File: src/hw/rtl/sgps_ram.sv
// ----------------------------------------------------------------------------
// sgps_ram
// Generic single write port, single read port RAM with registered read.
// ----------------------------------------------------------------------------
module sgps_ram #(
    parameter int WIDTH = 8,
    parameter int DEPTH = 256
) (
    input  logic                     i_clk,
    input  logic                     i_we,
    input  logic [$clog2(DEPTH)-1:0] i_waddr,
    input  logic [WIDTH-1:0]         i_wdata,
    input  logic                     i_re,
    input  logic [$clog2(DEPTH)-1:0] i_raddr,
    output logic [WIDTH-1:0]         o_rdata
);

    logic [WIDTH-1:0] r_mem [DEPTH];
    logic [WIDTH-1:0] r_rdata;

    always_ff @(posedge i_clk) begin
        if (i_we) begin
            r_mem[i_waddr] <= i_wdata;
        end
        if (i_re) begin
            r_rdata <= r_mem[i_raddr];
        end
    end

    assign o_rdata = r_rdata;

endmodule

File: config.mk
export PLATFORM = sky130hd
export DESIGN_NAME = sgps_ram
export DESIGN_NICKNAME = d
export VERILOG_FILES = /design/src/hw/rtl/sgps_ram.sv
export SDC_FILE = /design/constraint.sdc
export NUM_CORES = 2
export LEC_CHECK = 0
export ABC_AREA = 1
export BUFFER_PORTS_ARGS = -buffer_cell sky130_fd_sc_hd__buf_2
export CAP_MARGIN = 20
export CORE_ASPECT_RATIO = 1.2
export CORE_UTILIZATION = 58
export CTS_CLUSTER_DIAMETER = 100
export DETAILED_ROUTE_END_ITERATION = 8
export PLACE_DENSITY = 0.78
export SLEW_MARGIN = 20
export SYNTH_ARGS = -nofsm -noshare
export SYNTH_HDL_FRONTEND = slang
export SYNTH_SLANG_ARGS = --single-unit
File: constraint.sdc
create_clock -name i_clk -period 2.12 [get_ports i_clk]
set_input_delay 0.212 -clock i_clk [delete_from_list [all_inputs] [get_ports i_clk]]
set_output_delay 0.212 -clock i_clk [all_outputs]
set_load 0.05 [all_outputs]
# ---- Yosys cells after proc, flatten, opt, wreduce, memory -nomap -nowiden
# Memories as Yosys holds them, arrays and structs flattened. A register that Yosys moved wholly into a read port is not among the register bits.
# Index checks and enable logic that the tools add are counted.
dict set report op_classes {
  muxes 2
}
# op count
set ops {}
lappend ops {{two-way mux 1 bit} 2}
dict set report totals {
  register_bits 0
  mem_count 1
  mem_bits_rw 2048
  wordCells 3
}
# memory depth width read_ports rd_ports_with_merged_regs wr line_no
set mem_list {}
lappend mem_list {r_mem 256 8 1 1 1 18} ;# logic [WIDTH-1:0] r_mem [DEPTH];

# ---- Longest topological paths before layout
dict set report depth {
  ltp_word 2
  mapped_depth 15
  mapped_depth_nobuf 11
}

# ---- Worst setup path after synthesis
# Ideal clock, no wire load.
dict set report synth_timing {
  kind {input -> register}
  startpoint {input port i_we}
  endpoint {memory r_mem[162][0] (enable)}
  path_stages 4
  required_time_ps 1750
  n_path_buf 2
  slack_ps 417
  arrival_time_ps 1333
  path_cell_list {clkbuf_1 -> nand3_1 -> clkbuf_1 -> nor2_1}
}
dict set report synth_via {
  elab_chain_cells 2
}
# item line_no
set synth_lines {}
lappend synth_lines {{start: declaration} 10} ;# input logic i_we,
lappend synth_lines {{two-way mux 1 bit} 22} ;# if (i_we) begin
lappend synth_lines {{two-way mux 1 bit (implied by the code)} 23} ;# r_mem[i_waddr] <= i_wdata;
lappend synth_lines {{end: declaration} 18}
# Every way passes these cells.

==> metrics.yaml <==
route:
  ant_nets: 0
  drt-pass1-iter-count: 9
  drt-total-wl_mm: 229
  drc: 3
  wl_per_cell_um: 24.2
  drt_iter0_markers: 9226
  vias: 58900
  via_per_inst: 6.21
synthesis:
  synth_compound_area_share_pct: 0
  yosys.area_share.adder_pct: 0
  synth_mux_area_share_pct: 0
  yosysSeqAreaShare_pct: 74.0
  netlist_area_um2: 83500
  syn_nets: 7030
  synth_top_family_by_area: "simple AND/OR/NAND/NOR gates"
  synth_cell_types: 13
  synthXorXnorAreaFrac_pct: 0
  synth-simple-area-share_pct: 22.9
  ys_seq_elements: 2056
  synth_warnings: 0
  syn_inst: 7003
  postSynthAreaPerCell_um2: 11.9
global_route:
  grt_max_degree: 109
  grt_pass1_wl_mm: 342
  antenna_found_initial: 19
  grt_use_total_pct: 31.5
  globalRouteOverflowTotal: 0
  grt_pass1_vias: 57100
sta:
  maxSlewHeadroom_pct: 36.8
  fin_crit_ps: 2060
  rsz0062_at_grt: "no"
  max_freq_mhz: 487
  timing.setup.tns_ps: 0
  skew_ps: 23.2
  hold_viol: 0
  fin_crit_sh_pct: 96.9
  setup_viol: 0
  slew_viol_final: 0
  fin_hold_ws_ps: 139
  tightestPinTransition_ps: 947
clocking:
  insertion_delay_ps: 830
  cts-buffers-inserted: 185
  cts.sinks: 2056
  cts_buffer_depth: 3
  cts_root_buf: "clkbuf_16"
  cts-htree-levels: 4
  cts_setup_buffers: 0
  path_clk_slew_ps: 60
  cts_tree: "done"
power:
  switching_share_pct: 22.3
  p_int_mw: 64.4
  share_comb_of_total_power_pct: 7.0
  power.leakage_nw: 34.5
  ir_drop_mv: 0.798
  switchingPower_mw: 18.5
  clock_power_share_pct: 38.9
  pwr-share-seq_pct: 54.1
  powerDensity_nw_per_um2: 862
status:
  status: "finished, violations left"
  violations: "DRC"
min_path:
  hold_class: "input pin to register"
final_layout:
  seq_area_um2: 61700
  areaGrowthSynthToFinish_pct: 15.2
  fillers: 9479
  fin_util_pct: 67.3
  layout.nets: 7428
  drive_above_1_share_pct: 12.3
  stdcell_area_um2: 96200
  final_cells: 9480
  multi_input_area_um2: 19100
setup_path:
  critPathKind: "register to register"
  path_max_fanout: 1
  crit_required_ps: 2700
  end_kind: "register"
  critPathArrivalTime_ps: 2640
  worstSetupStartpointType: "register"
placement:
  placedInstanceArea_um2: 90300
  placedCellCount: 9129
  place.gp.congestion: 0.962
  io_buffer_count: 34
  dpl.hpwl_mm: 141
floorplan:
  ios: 35
  coreArea_um2: 143000
  start_util_pct: 58.4
  die_y_um: 418
  fp.dieW_um: 348
  row_count: 152
  dieArea_um2: 145000
flow_run:
  drv_cap: 0
final cells by class:
class | instances | area share (%)
multi-input combinational | 4425 | 19.9
clock buffer | 228 | 5.11
tap | 1925 | 2.50
timing repair buffer | 694 | 7.23
antenna | 5 | 0.0130
inverter | 39 | 0.187
sequential | 2056 | 64.2
clock inverter | 108 | 0.890
cells in the mapped netlist:
| cell type | count | area (µm²) |
|---|---|---|
| inv_2 | 2 | 7.51 |
| nor2_1 | 283 | 1060 |
| buf_2 | 268 | 1340 |
| inv_1 | 36 | 135 |
| nand2_1 | 2123 | 7970 |
| buf_6 | 16 | 180 |
| buf_8 | 1 | 15.0 |
| nand3_1 | 2019 | 10100 |
| edfxtp_1 | 2056 | 61700 |
| buf_4 | 46 | 345 |
| buf_1 | 40 | 150 |
| clkbuf_1 | 112 | 420 |
| inv_4 | 1 | 6.26 |
metal layers:
layer	track usage, %	vias to the layer above	share of wire, %
li1	-	25700	-
met1	40.0	28300	34
met2	50.9	4132	48
met3	6.88	816	12
met4	16.9	22	5.6
met5	0	-	0.055
what timing repair did:
action / in CTS / in global routing
gates resized for setup: 0 / 0
endpoints found under the hold margin: 626 / 0
hold buffers: 10 / 0
sequential cells by signal, summed over array words and instances, names as in the netlist:
name / flops
o_rdata: 8
r_mem: 2048
stage by stage:
stage / power [mW] / setup slack (ps)
floorplan: 48.5 / 417
global placement: 51.2 / -535
detailed placement: 51.3 / -541
CTS: 82.9 / 135
global route: 84.8 / 9.37
finish: 82.9 / 64.7
layout by cell type (no fill, tap or decap):
cell type      count
clkinv_4           1
clkbuf_1          37
edfxtp_1        2056
inv_2              1
inv_1             34
diode_2            5
nand3_1         2019
dlygate4sd3_1     10
bufinv_16         12
clkinv_2          23
buf_8             11
nand2_1         2123
buf_12           135
clkinv_8           4
clkinvlp_4         8
inv_4              1
inv_16             2
inv_6              1
clkbuf_16        191
clkinv_1          58
inv_8              2
buf_4            516
nor2_1           283
buf_2             22
path summary, 6_finish.rpt:
check | startpoint | end | slack [ps] | cells after the start
max reg2reg | r_mem[95][6] | o_rdata[6] | 60 | 10
min reg2reg | r_mem[172][0] | o_rdata[0] | 1090 | 10
min | i_raddr[5] | o_rdata[5] | 140 | 6
max | r_mem[95][6] | o_rdata[6] | 60 | 10
power groups by stage:
| stage | Clock [mW] | Sequential (mW) | Combinational (mW) |
|---|---|---|---|
| after floorplan | 0 | 45.8 | 2.77 |
| after global placement | 0 | 45.7 | 5.48 |
| after detailed placement | 0 | 45.7 | 5.61 |
| after CTS | 32.4 | 44.9 | 5.69 |
| after global routing | 33.8 | 44.8 | 6.15 |
| final | 32.3 | 44.9 | 5.81 |
cells by family (layout without fill, tap and decap cells):
group	count (synthesis)	in the layout
simple gates	4425	4425
buf+inv	522	1069
other cells	0	5
flops	2056	2056
critical path: stages (launching register included):
cell and delay, ps:
edfxtp_1 360, nand2_1 90, nand3_1 90, nand3_1 120
nand3_1 140, nand3_1 190, nand3_1 280, nand3_1 270
nand2_1 100, nand2_1 100, nand2_1 70
Note: power is estimated with default switching activity, not from simulation.
