File: src/hw/rtl/sgps_pkg.sv
// ----------------------------------------------------------------------------
// sgps_pkg
// Shared types, constants and helpers for the SDF glyph pixel sampler.
// ----------------------------------------------------------------------------
package sgps_pkg;

    // Atlas and palette geometry
    localparam int ATLAS_AW     = 16;
    localparam int ATLAS_DEPTH  = 1 << ATLAS_AW;
    localparam int PAL_AW       = 8;
    localparam int PAL_DEPTH    = 1 << PAL_AW;
    localparam int TEXEL_W      = 16;   // red and green channels only
    localparam int RECIP_W      = 21;   // 16 * 65536 / cell size, up to 2^20
    localparam int SXA_W        = 20;
    localparam int CFG_IDX_W    = 3;
    localparam int CFG_DATA_W   = 13;

    localparam logic [12:0] IMAGE_LIMIT   = 13'd4096;
    localparam logic [9:0]  LEVEL_THRESH  = 10'd381;  // lowest r + 2g whose level still reaches 128
    localparam logic [7:0]  GLYPH_TEXELS  = 8'd16;
    localparam logic [RECIP_W-1:0] RECIP_RESET = 21'd65536;

    // Register indexes of the configuration port
    localparam logic [CFG_IDX_W-1:0] REG_CELL_W  = 3'd0;
    localparam logic [CFG_IDX_W-1:0] REG_CELL_H  = 3'd1;
    localparam logic [CFG_IDX_W-1:0] REG_IMAGE_W = 3'd2;
    localparam logic [CFG_IDX_W-1:0] REG_IMAGE_H = 3'd3;
    localparam logic [CFG_IDX_W-1:0] REG_INK     = 3'd4;

    typedef enum logic [1:0] {
        OP_LOAD_ATLAS = 2'd0,
        OP_LOAD_PAL   = 2'd1,
        OP_DRAW       = 2'd2,
        OP_NOP        = 2'd3
    } t_op;

    // Item state carried down the pipeline
    typedef struct packed {
        t_op         op;
        logic        ok;     // draw that passed all clipping checks
        logic [15:0] addr;
        logic [31:0] data;
        logic [11:0] x;
        logic [11:0] y;
        logic [15:0] frx;
        logic [15:0] fry;
    } t_item;

    typedef struct packed {
        logic [7:0] r;
        logic [7:0] g;
    } t_texel;

    // One channel of a 16-bit fixed point blend
    function automatic logic [7:0] lerp8(input logic [7:0] c0, input logic [7:0] c1,
                                         input logic [15:0] fr);
        logic [23:0] a;
        logic [23:0] b;
        logic [24:0] s;
        a = 24'(c0) * 24'(16'hFFFF - fr);
        b = 24'(c1) * 24'(fr);
        s = 25'(a) + 25'(b);
        return s[23:16];
    endfunction

endpackage

File: src/hw/rtl/sgps_recip.sv
// ----------------------------------------------------------------------------
// sgps_recip
// Bit-serial divider: 16*65536 / cell size, one quotient bit per cycle.
// ----------------------------------------------------------------------------
module sgps_recip
    import sgps_pkg::*;
(
    input  logic               i_clk,
    input  logic               i_rst_n,
    input  logic               i_start,
    input  logic [7:0]         i_divisor,
    output logic               o_busy,
    output logic [RECIP_W-1:0] o_quot
);

    logic               r_busy;
    logic [4:0]         r_cnt;
    logic [7:0]         r_div;
    logic [7:0]         r_rem;
    logic [RECIP_W-1:0] r_quot;

    logic       dividend_bit;
    logic [8:0] shifted;
    logic       ge;
    logic [8:0] diff;

    // Dividend is 2^20: only its top bit is set
    always_comb begin
        dividend_bit = (r_cnt == 5'(RECIP_W - 1));
        shifted      = {r_rem, dividend_bit};
        ge           = (shifted >= {1'b0, r_div});
        diff         = shifted - {1'b0, r_div};
    end

    always_ff @(posedge i_clk) begin
        if (!i_rst_n) begin
            r_busy <= 1'b0;
            r_cnt  <= '0;
            r_quot <= RECIP_RESET;
        end else if (i_start) begin
            r_busy <= 1'b1;
            r_cnt  <= 5'(RECIP_W - 1);
            r_quot <= '0;
        end else if (r_busy) begin
            r_quot <= {r_quot[RECIP_W-2:0], ge};
            r_cnt  <= r_cnt - 5'd1;
            if (r_cnt == 5'd0) begin
                r_busy <= 1'b0;
            end
        end
    end

    // Remainder and divisor hold data only
    always_ff @(posedge i_clk) begin
        if (i_start) begin
            r_div <= i_divisor;
            r_rem <= '0;
        end else if (r_busy) begin
            r_rem <= ge ? diff[7:0] : shifted[7:0];
        end
    end

    assign o_busy = r_busy;
    assign o_quot = r_quot;

endmodule

File: config.mk
export PLATFORM = sky130hd
export DESIGN_NAME = sgps_recip
export DESIGN_NICKNAME = d
export VERILOG_FILES = /design/src/hw/rtl/sgps_pkg.sv /design/src/hw/rtl/sgps_recip.sv
export SDC_FILE = /design/constraint.sdc
export NUM_CORES = 1
export LEC_CHECK = 0
export BUFFER_PORTS_ARGS = -buffer_cell sky130_fd_sc_hd__buf_2
export CORE_ASPECT_RATIO = 0.9
export CORE_UTILIZATION = 50
export CTS_CLUSTER_DIAMETER = 150
export DETAILED_ROUTE_END_ITERATION = 8
export GPL_TIMING_DRIVEN = 0
export MAX_ROUTING_LAYER = met4
export PLACE_DENSITY_LB_ADDON = 0.1
export REMOVE_ABC_BUFFERS = 1
export SETUP_SLACK_MARGIN = 0.5
export SYNTH_ARGS = -nofsm -noshare
export SYNTH_HDL_FRONTEND = slang
export SYNTH_SLANG_ARGS = --single-unit
export TNS_END_PERCENT = 100
File: constraint.sdc
create_clock -name i_clk -period 2.1 [get_ports i_clk]
set_input_delay 0 -clock i_clk [delete_from_list [all_inputs] [get_ports i_clk]]
set_output_delay 0 -clock i_clk [all_outputs]
set_load 0.01 [all_outputs]
# Yosys cells after proc, flatten, opt, wreduce, memory -nomap -nowiden
# Index checks and enable logic that the tools add are counted.
# op_classes
add_sub_neg	2
order_cmp	1
n_eq_ne	1
muxes	8
bitwise	1
reduce_logical	3
# op_table
op	count
17-bit two-way mux	2
5-bit two-way mux	2
9-bit by 8-bit >= comparator with 1-bit output	1
8-bit two-way mux	1
8-bit subtractor	1
5-bit == test, second input constant	1
5-bit zero test	1
5-bit by 1-bit subtractor with 5-bit output, second input constant	1
1-bit two-way mux	3
2-bit nonzero test	1
2-bit OR reduction	1
1-bit inverter	1
# word_totals
reg_bits	43
inputBits	11
output_inout_bits	22
word_cells	23

# Longest topological paths before layout
# Gate-level depths: netlist of the first run.
# logic_depth
word_depth	4
mapped_depth	11
mapped_depth_nobuf	11

# Least setup slack after synthesis of the first run
# OpenSTA, ideal clock, no wires.
# synth_path
kind	reg2reg
startpoint	reg r_cnt[0]
endpoint	reg r_rem[3]
setup_time_ns	0.079
arrival_time_ns	2.243
required_ns	2.021
slack_ns	-0.222
stages_incl_launch_ff	12
n_path_buf	1
period_less_slack_ns	2.322
cell_sequence	dfxtp_1 inv_1 ha_1 nand4b_1 ha_1 nand2b_1 a31oi_1 or3_4 and3_1 buf_6 o31a_1 a211oi_2
# synth_via
elab_chain_cells	3
elab_cells_between_ends	4
cone_classes	add/sub: 1; order compare: 1; eq/ne: 1; mux: 1
# synth_lines
item	line	rtl
start: declaration	sgps_recip.sv:17	logic [4:0] r_cnt;
start signal: assignment	sgps_recip.sv:42	r_cnt <= 5'(RECIP_W - 1);
start signal: assignment	sgps_recip.sv:46	r_cnt <= r_cnt - 5'd1;
5-bit == test *	sgps_recip.sv:29	dividend_bit = (r_cnt == 5'(RECIP_W - 1));
8-bit subtractor or 9-bit by 8-bit >= comparator with 1-bit output (tied branches)	sgps_recip.sv:32, sgps_recip.sv:31	
8-bit two-way mux *	sgps_recip.sv:59	r_rem <= ge ? diff[7:0] : shifted[7:0];
end signal: assignment	sgps_recip.sv:59	
end: declaration	sgps_recip.sv:19	logic [7:0] r_rem;
# Mark *: on every way between the ends. The rest lies on a longest branch, timed or not.
# A chain may end at the register's enable or synchronous reset.

# Final worst setup path of the first run
# layout_path
startpoint	reg r_cnt[1]
endpoint	reg r_rem[0]
# Same word-level chain as after synthesis.

==> reports/results.ini, run 1 <==
[outcome]
run_status = complete, but fails checks
violations = setup timing

[worst_setup_path]
cp_data_required_time_ns = 2.31
crit_path_max_fanout = 4
worst_ep_arrival_time_ns = 2.52
setup.worst_path.class = flop to flop
cp-end-kind = flop
worstSetupStartpointType = flop

[timing]
fin_skew_ns = 0.00781
tightest_slew_ns = 0.737
fin_ws_ns = -0.210
final.setup.tns_ns = -1.06
setup_viol_count_final = 8
grt_setup_unrepaired = true
hold_violations = 0
period_share_pct = 110
period_needed_ns = 2.31
worst_slew_margin_rel_pct = 50.8
finalMaxSlewViolations = 0
fmax_mhz = 433

[routing]
drc = 0
wl_per_cell_um = 12.8
antenna_left = 0
vias_per_cell = 5.34
wl_mm = 3.82
num_vias = 1591
firstDrtPassIters = 4
drt_iter0_drc = 77

[global_routing]
grt_max_degree = 24
grt_pass1_wl_mm = 6.02
busiest_layer = met2
grt_use_met3_pct = 4.38
use_met1_pct = 23.9
grt_pass1_vias = 1374
grt_overflow = 0
met2_usage_pct = 32.9
grtUsageTotal_pct = 20.1
antenna_found_initial = 0

[power_and_ir_drop]
internal_power_mw = 1.43
switching_share_pct = 26.4
max-vdd-ir-drop_uv = 452
p_leak_nw = 1.09
total_power_mw = 1.94
power.share.clock_pct = 31.1
switchingPower_mw = 0.511
p_comb_share_pct = 21.5
power_frac_seq_pct = 47.4
powerDensity_nw_per_um2 = 762

[finish]
final_cells = 298
final_area_um2 = 2540
final_core_util_pct = 67.6
drive_above_1_share_pct = 28.2
fin_nets = 272
nFillCells = 309
diodes = 0
area_delta_synth_final_pct = 27.6

[clock_network]
clock_sinks = 43
clk_pin_slew_ns = 0.08
clockBufferDepth = 2
cts_tree = done
numCtsBuffers = 5
clk_latency_ns = 0.29
cts_root_buf = clkbuf_8
htreeDepth = 2

[placed_design]
dp_cells = 274
gp_congestion = 0.863
postPlaceCellArea_um2 = 2200
port_buffers = 32
dpl.hpwl_mm = 2.60

[min_path]
hp-class = input port to flop

[synthesis]
ys_ff_latch = 43
synth_edf_count = 8
syn_inst = 204
async_flop_share_pct = 0
ys_types = 38
syn_area_per_cell_um2 = 9.76
yosys_warnings = 0
syn_area_um2 = 1990
synth_flop_cell = dfxtp_1
yosysSeqAreaShare_pct = 47.2

[floorplanning]
core.rowCount = 21
design.die.area_um2 = 4240
core-area_um2 = 3760
start_util_pct = 53.0
num_io_pins = 33
die_width_um = 68.5
dieHeight_um = 61.9

[job]
max_cap_violations = 0

==> synth_stat cells (3+ instances only) <==
cell      number  area, um^2
a211oi_1       6        45.0
a21boi_0       3        22.5
a21oi_1        7        35.0
a311oi_1       3        26.3
buf_1          3        11.3
clkbuf_1       5        18.8
dfxtp_1       35         701
edfxtp_1       8         240
ha_1           9         113
inv_1         12        45.0
mux2i_1       20         200
nand2_1       10        37.5
nand2b_1       6        37.5
nand3_1        4        20.0
nor2_1        35         131
o21ai_0        7        35.0
xnor2_1        5        43.8
==> registers in the layout, indices dropped and copies added (netlist names) <==
name,count
r_div,8
o_quot,21
r_rem,8
r_cnt,5
o_busy,1
==> path summary, 6_finish.rpt <==
kind | from | endpoint | slack, ns | cells after the start
max | r_cnt[1] | r_rem[0] | -0.21 | 10
min | i_start | r_rem[3] | 0.15 | 2
max reg2reg | r_cnt[1] | r_rem[0] | -0.21 | 10
min reg2reg | r_rem[3] | r_rem[4] | 0.50 | 2
==> per-layer routing <==
layer | routed length, um | share of wire, %
met1 | 1820 | 48
met2 | 1800 | 47
met3 | 146 | 3.8
met4 | 51 | 1.3
met5 | 0 | 0
==> cell families (layout without fill, tap and decap cells) <==
kind of cell / after synthesis / count (layout) / synth area share [%]
DFF: 43 / 43 / 47.2
AOI/OAI and AO/OA: 38 / 38 / 13.2
xor gates and xnor gates: 6 / 6 / 2.64
adders and majority gates: 10 / 10 / 6.66
muxes: 22 / 22 / 11.4
buffers and inverters: 21 / 69 / 4.33
and+or+nand+nor: 64 / 64 / 14.6
==> placed cells by master, fill, tap and decap left out, types with 2 or more instances in the layout <==
cell type | netlist | final
xnor2_1 | 5 | 5
nand2_1 | 10 | 9
dfxtp_1 | 35 | 32
o31a_1 | 2 | 2
a21oi_1 | 7 | 5
o21ai_0 | 7 | 7
a21oi_2 | 0 | 2
mux2_4 | 1 | 2
dlygate4sd3_1 | 0 | 9
inv_1 | 12 | 10
inv_2 | 0 | 2
o21a_1 | 2 | 2
clkbuf_8 | 0 | 6
ha_1 | 9 | 7
a211oi_2 | 2 | 3
buf_4 | 0 | 6
mux2i_1 | 20 | 20
a21boi_0 | 3 | 3
buf_2 | 0 | 32
nor2_1 | 35 | 35
nand2b_1 | 6 | 5
nand3_1 | 4 | 3
a311oi_1 | 3 | 3
a211oi_1 | 6 | 5
edfxtp_1 | 8 | 8
o31ai_1 | 2 | 2
dfxtp_2 | 0 | 3
==> repair_timing <==
action	CTS	global route
pin swaps	7	2
setup buffers	6	1
endpoints found under the hold margin	12	0
resized for setup	16	6
hold buffers	9	0
endpoints found under the setup margin	9	9
==> power groups by stage <==
stage	registers, mW	logic [mW]	clock network (mW)
2_1_floorplan	0.938	0.239	0
6_report	0.917	0.416	0.603
3_3_place_gp	0.944	0.301	0
5_1_grt	0.924	0.460	0.656
3_5_place_dp	0.935	0.325	0
4_1_cts	0.916	0.391	0.629
==> worst max-delay path, stage by stage, from the launching register on <==
cell,delay [ns]
dfxtp_2,0.33
inv_2,0.06
ha_4,0.13
nand4b_1,0.13
ha_2,0.36
nand2b_4,0.13
a31oi_4,0.07
or3_4,0.37
and3_4,0.19
mux2_4,0.30
a211oi_2,0.17
==> final cells by class <==
| cell class | instances | area, um^2 | area share, % |
|---|---|---|---|
| clock buffer | 7 | 108 | 4.23 |
| clock inverter | 1 | 5.00 | 0.197 |
| inverter | 12 | 45.0 | 1.77 |
| multi-input combinational | 140 | 1050 | 41.2 |
| sequential | 43 | 945 | 37.2 |
| tap | 46 | 57.6 | 2.26 |
| timing repair buffer | 49 | 334 | 13.1 |
==> metrics by stage <==
step,setup slack [ns],hold slack [ns]
finish,-0.210,0.154
global placement,-0.412,0.176
global route,-0.285,0.165
CTS,-0.194,0.148
detailed placement,-0.477,0.179
floorplan,-0.184,0.0646
Power figures use the tool's default switching activity.
==> run 2: changes to the inputs <==
--- a/config.mk
+++ b/config.mk
@@ -11,7 +11,6 @@
 export CTS_CLUSTER_DIAMETER = 150
 export DETAILED_ROUTE_END_ITERATION = 8
 export GPL_TIMING_DRIVEN = 0
-export MAX_ROUTING_LAYER = met4
 export PLACE_DENSITY_LB_ADDON = 0.1
 export REMOVE_ABC_BUFFERS = 1
 export SETUP_SLACK_MARGIN = 0.5
==> run 2 against run 1 <==
  * The run still ends with setup timing left
  * Setup slack worse by 0.025 ns
  * First-iteration DRC count up 10%
  * Register-to-register slack worse by 0.02 ns
  * Worst hold slack better by 0.0029 ns
  * Clock skew down 0.0038 ns
  * Clock power up 2%
  * Flip-flop and latch count unchanged
  * Cell count up 0.34%
  * Maximum frequency down 1.1%
  * Design area up 1.1%
  * Die area unchanged
  * Critical path type unchanged
  * Critical endpoint unchanged
  * Largest power group unchanged
==> reports/results.ini, run 2 (synthesis results as in run 1) <==
[outcome]
violations = setup timing
run_status = complete, but fails checks

[worst_setup_path]
reg2regPathDepth = 10
worst_ep_arrival_time_ns = 2.55
setup.worst_path.class = flop to flop
cp-end-kind = flop
endpoint = r_rem[0]
worstReg2RegStart = r_cnt[1]
crit_path_max_fanout = 3
r2r_slack_ns = -0.24
r2r_end = r_rem[0]
worstSetupStartpointType = flop
startpoint = r_cnt[1]
cp_data_required_time_ns = 2.31

[timing]
fmax_mhz = 428
finalMaxSlewViolations = 0
fin_skew_ns = 0.00397
final.setup.tns_ns = -1.43
period_share_pct = 111
fin_ws_ns = -0.235
whs_ns = 0.156
setup_viol_count_final = 9
hold_violations = 0
grt_setup_unrepaired = true
period_needed_ns = 2.34
tightest_slew_ns = 0.748
worst_slew_margin_rel_pct = 50.0

[finish]
final_common_cell = nor2_1
largest_reg_flops = 21
final_core_util_pct = 68.4
fin_nets = 273
final_area_um2 = 2570
area_delta_synth_final_pct = 29.0
final_cell_mix = nor2_1, buf_2, dfxtp_1
diodes = 0
drive_above_1_share_pct = 28.1
final_cells = 299

[min_path]
hp-class = input port to flop

[routing]
met1Wirelength_mm = 1.89
top_layer = met4
num_vias = 1587
wl_per_cell_um = 13.1
drc = 0
wl_mm = 3.93
routed-wl-met3_um = 156
firstDrtPassIters = 4
wl_met2_mm = 1.83
vias_per_cell = 5.31
antenna_left = 0
drt_iter0_drc = 85

[clock_network]
htreeDepth = 2
clk_pin_slew_ns = 0.08
cts_tree = done
numCtsBuffers = 5
cts_root_buf = clkbuf_8
clockBufferDepth = 2
clk_latency_ns = 0.29
clock_sinks = 43

[power_and_ir_drop]
internal_power_mw = 1.43
switching_share_pct = 27.0
p_leak_nw = 1.10
power_frac_seq_pct = 46.7
p_comb_share_pct = 21.8
power.share.clock_pct = 31.5
total_power_mw = 1.96
powerDensity_nw_per_um2 = 765
switchingPower_mw = 0.531
max-vdd-ir-drop_uv = 559

[global_routing]
antenna_found_initial = 0
grt_pass1_vias = 1363
grt_pass1_wl_mm = 6.18
grtUsageTotal_pct = 20.1
grt_max_degree = 24
grt_overflow = 0

[floorplanning]
design.die.area_um2 = 4240
core-area_um2 = 3760
num_io_pins = 33
start_util_pct = 53.0
die_width_um = 68.5
core.rowCount = 21
dieHeight_um = 61.9

[placed_design]
dp_cells = 274
postPlaceCellArea_um2 = 2200
dpl.hpwl_mm = 2.58
gp_congestion = 0.849
pre_cts_ws_ns = -0.492
port_buffers = 32

[job]
max_cap_violations = 0

==> run 2: cell type report <==
type                       instances  area, um^2
inverter                          12        45.0
clock buffer                       7         108
clock inverter                     1        5.00
multi-input combinational        140        1050
fill                             302        1190
sequential                        43         945
timing repair buffer              50         354
tap                               46        57.6
==> run 2: worst max-delay path: stages, from the launching register on <==
cell      delay [ns]
dfxtp_2         0.33
inv_2           0.06
ha_4            0.13
nand4b_1        0.18
ha_4            0.33
nand2b_4        0.12
a31oi_4         0.07
or3_4           0.37
and3_4          0.18
mux2_4          0.30
a211oi_2        0.18
==> run 2: what timing repair did <==
item / 4_1_cts / 5_1_grt
endpoints found under the hold margin: 11 / 0
buffers inserted: 6 / 2
setup endpoints to repair: 9 / 9
resized for setup: 18 / 4
pin swaps: 7 / 4
hold buffers: 9 / 0
cloned: 0 / 0
==> run 2: worst min-delay path by stage <==
stage,end,cells after the start,slack [ns],startpoint
6_report,r_div[4],1,0.16,i_start
5_1_grt,r_div[4],1,0.17,i_start
4_1_cts,r_div[4],1,0.16,i_start
3_5_place_dp,r_div[0],1,0.18,i_divisor[0]
3_3_place_gp,r_div[3],1,0.18,i_divisor[3]
2_1_floorplan,r_rem[0],1,0.06,i_start
==> run 2: power by group through the flow <==
stage | Clock [mW] | Combinational [mW] | Sequential, mW
2_1_floorplan | 0 | 0.239 | 0.938
3_3_place_gp | 0 | 0.301 | 0.944
3_5_place_dp | 0 | 0.326 | 0.935
4_1_cts | 0.628 | 0.403 | 0.917
5_1_grt | 0.667 | 0.471 | 0.925
6_report | 0.618 | 0.428 | 0.918
==> run 2: per-layer routing <==
metal | vias to the layer above | GRT usage (%)
li1 | 809 | -
met1 | 738 | 27.0
met2 | 33 | 31.5
met3 | 7 | 4.38
met4 | 0 | 8.04
met5 | - | 0
==> run 3: changes to the inputs <==
--- a/config.mk
+++ b/config.mk
@@ -7,7 +7,7 @@
 export LEC_CHECK = 0
 export BUFFER_PORTS_ARGS = -buffer_cell sky130_fd_sc_hd__buf_2
 export CORE_ASPECT_RATIO = 0.9
-export CORE_UTILIZATION = 50
+export CORE_UTILIZATION = 55
 export CTS_CLUSTER_DIAMETER = 150
 export DETAILED_ROUTE_END_ITERATION = 8
 export GPL_TIMING_DRIVEN = 0
==> constraint.sdc (replaced) <==
create_clock -name i_clk -period 2.4 [get_ports i_clk]
set_input_delay 0 -clock i_clk [delete_from_list [all_inputs] [get_ports i_clk]]
set_output_delay 0 -clock i_clk [all_outputs]
set_load 0.01 [all_outputs]
==> run 3 against run 2 <==
  * The run now ends clean
  * Routed wire length rose by 1.6%
  * Worst hold slack got worse by 0.011 ns
  * Clock power down 29%
  * Cell count decreased by 0.33%
  * Design area down 1.7%
  * Die area fell by 8.8%
  * Via count increased by 1.3%
  * Count of clock-buffer cells in the layout decreased by 1
  * Total power decreased by 18%
  * Clock skew grew 0.0055 ns
  * Core utilization up 5.3 points
  * Critical path type unchanged
  * Largest cell class unchanged
  * Largest power group unchanged
==> reports/results.ini, run 3 (synthesis results as in run 1) <==
[worst_setup_path]
setup.worst_path.class = flop to flop
worst_ep_arrival_time_ns = 2.59
worstSetupStartpointType = flop
r2r_slack_ns = 0.02
cp-end-kind = flop
crit_chain = inv_2, ha_4, nand4b_1, ha_4, nand2b_4, a31oi_2, or3_4, and3_4, mux2_4, a211oi_2
crit_path_max_fanout = 4
critPathBufInv = 1
path_delay_family = simple AND/OR/NAND/NOR gates
critPathMaxStageDelay_ns = 0.37
cp_data_required_time_ns = 2.61
r2r_end = r_rem[0]
crit_top_cell = ha_4
slowest_stage = or3_4
worstReg2RegStart = r_cnt[1]
reg2regPathDepth = 10

[timing]
period_share_pct = 99.2
period_needed_ns = 2.38
whs_ns = 0.145
fmax_mhz = 420
grt_setup_unrepaired = true
tightest_slew_ns = 0.735
fin_skew_ns = 0.00946
fin_ws_ns = 0.0181
finalMaxSlewViolations = 0
worst_slew_margin_rel_pct = 50.9
setup_viol_count_final = 0
hold_violations = 0
final.setup.tns_ns = 0

[clock_network]
clk_latency_ns = 0.29
htreeDepth = 2
clk_pin_slew_ns = 0.08
numCtsBuffers = 5
cts_tree = done
clockBufferDepth = 2
cts_root_buf = clkbuf_8
clock_sinks = 43

[placed_design]
dpl.hpwl_mm = 2.56
pre_cts_ws_ns = -0.202
postPlaceCellArea_um2 = 2190
port_buffers = 32
dp_cells = 272
gp_congestion = 0.845

[global_routing]
grt_pass1_vias = 1508
antenna_found_initial = 0
grt_pass1_wl_mm = 6.50
grt_overflow = 0
grtUsageTotal_pct = 22.3
grt_max_degree = 31

[floorplanning]
start_util_pct = 58.1
dieHeight_um = 59.1
die_width_um = 65.4
core.rowCount = 20
core-area_um2 = 3430
num_io_pins = 33
design.die.area_um2 = 3870

[finish]
largest_reg_flops = 21
final_cell_mix = nor2_1, buf_2, dfxtp_1
final_common_cell = nor2_1
area_delta_synth_final_pct = 26.8
diodes = 0
final_cells = 298
final_area_um2 = 2530
nFillCells = 268
seq_area_um2 = 945
fin_nets = 274
multi_input_area_um2 = 1050
drive_above_1_share_pct = 29.5
final_core_util_pct = 73.7

[routing]
wl_mm = 3.99
wl_per_cell_um = 13.4
vias_per_cell = 5.39
num_vias = 1607
antenna_left = 0
firstDrtPassIters = 4
drt_iter0_drc = 63
drc = 0

[power_and_ir_drop]
p_leak_nw = 1.08
max-vdd-ir-drop_uv = 368
powerDensity_nw_per_um2 = 639
total_power_mw = 1.61

[min_path]
hold_path_end = r_rem[4]
hold_path_startpoint = i_start
worstHoldPathCells = 2
hp-class = input port to flop

[outcome]
run_status = complete, no violations

[job]
max_cap_violations = 0

==> run 3: power breakdown <==
part           total (mW)  leakage, nW  internal, mW  switching [mW]
sequential          0.803        0.365         0.771          0.0321
clock               0.440       0.0455         0.204           0.236
combinational       0.371        0.667         0.184           0.187
==> run 3: worst register-to-register path, stage by stage (launching register included) <==
cell      delay [ns]
dfxtp_2         0.33
inv_2           0.07
ha_4            0.13
nand4b_1        0.20
ha_4            0.35
nand2b_4        0.11
a31oi_2         0.08
or3_4           0.37
and3_4          0.19
mux2_4          0.30
a211oi_2        0.17
==> run 3: per-layer routing <==
layer / up-vias / share of wire, % / track usage [%]
li1: 810 / - / -
met3: 7 / 3.0 / 5.19
met4: 0 / 1.8 / 10.2
met1: 766 / 44 / 26.8
met2: 24 / 51 / 38.1
met5: - / 0 / 0
==> run 3: worst max path at each step <==
stage	depth (start not counted)	start	endpoint	slack (ns)
after floorplan	10	r_cnt[0]	r_rem[3]	0.12
after global placement	10	r_cnt[0]	r_rem[3]	-0.09
after detailed placement	10	r_cnt[0]	r_rem[3]	-0.20
after CTS	10	r_cnt[1]	r_rem[0]	0.10
after global routing	10	r_cnt[1]	r_rem[0]	-0.06
final	10	r_cnt[1]	r_rem[0]	0.02
==> run 3: area by class of cell <==
type                    instances  share of cell area, %
multi-input cells             140                   41.7
flip-flops and latches         43                   37.4
repair buffers                 51                   13.7
clock buffers                   6                   2.87
well taps                      44                   2.18
inverters                      12                   1.78
clock inverters                 2                  0.446
==> run 3: what timing repair did <==
action,in CTS,in global routing
hold buffers,9,0
gates cloned,0,0
hold endpoints to repair,12,0
gates resized for setup,14,11
buffers inserted,6,3
endpoints found under the setup margin,9,9
pin swaps,8,4
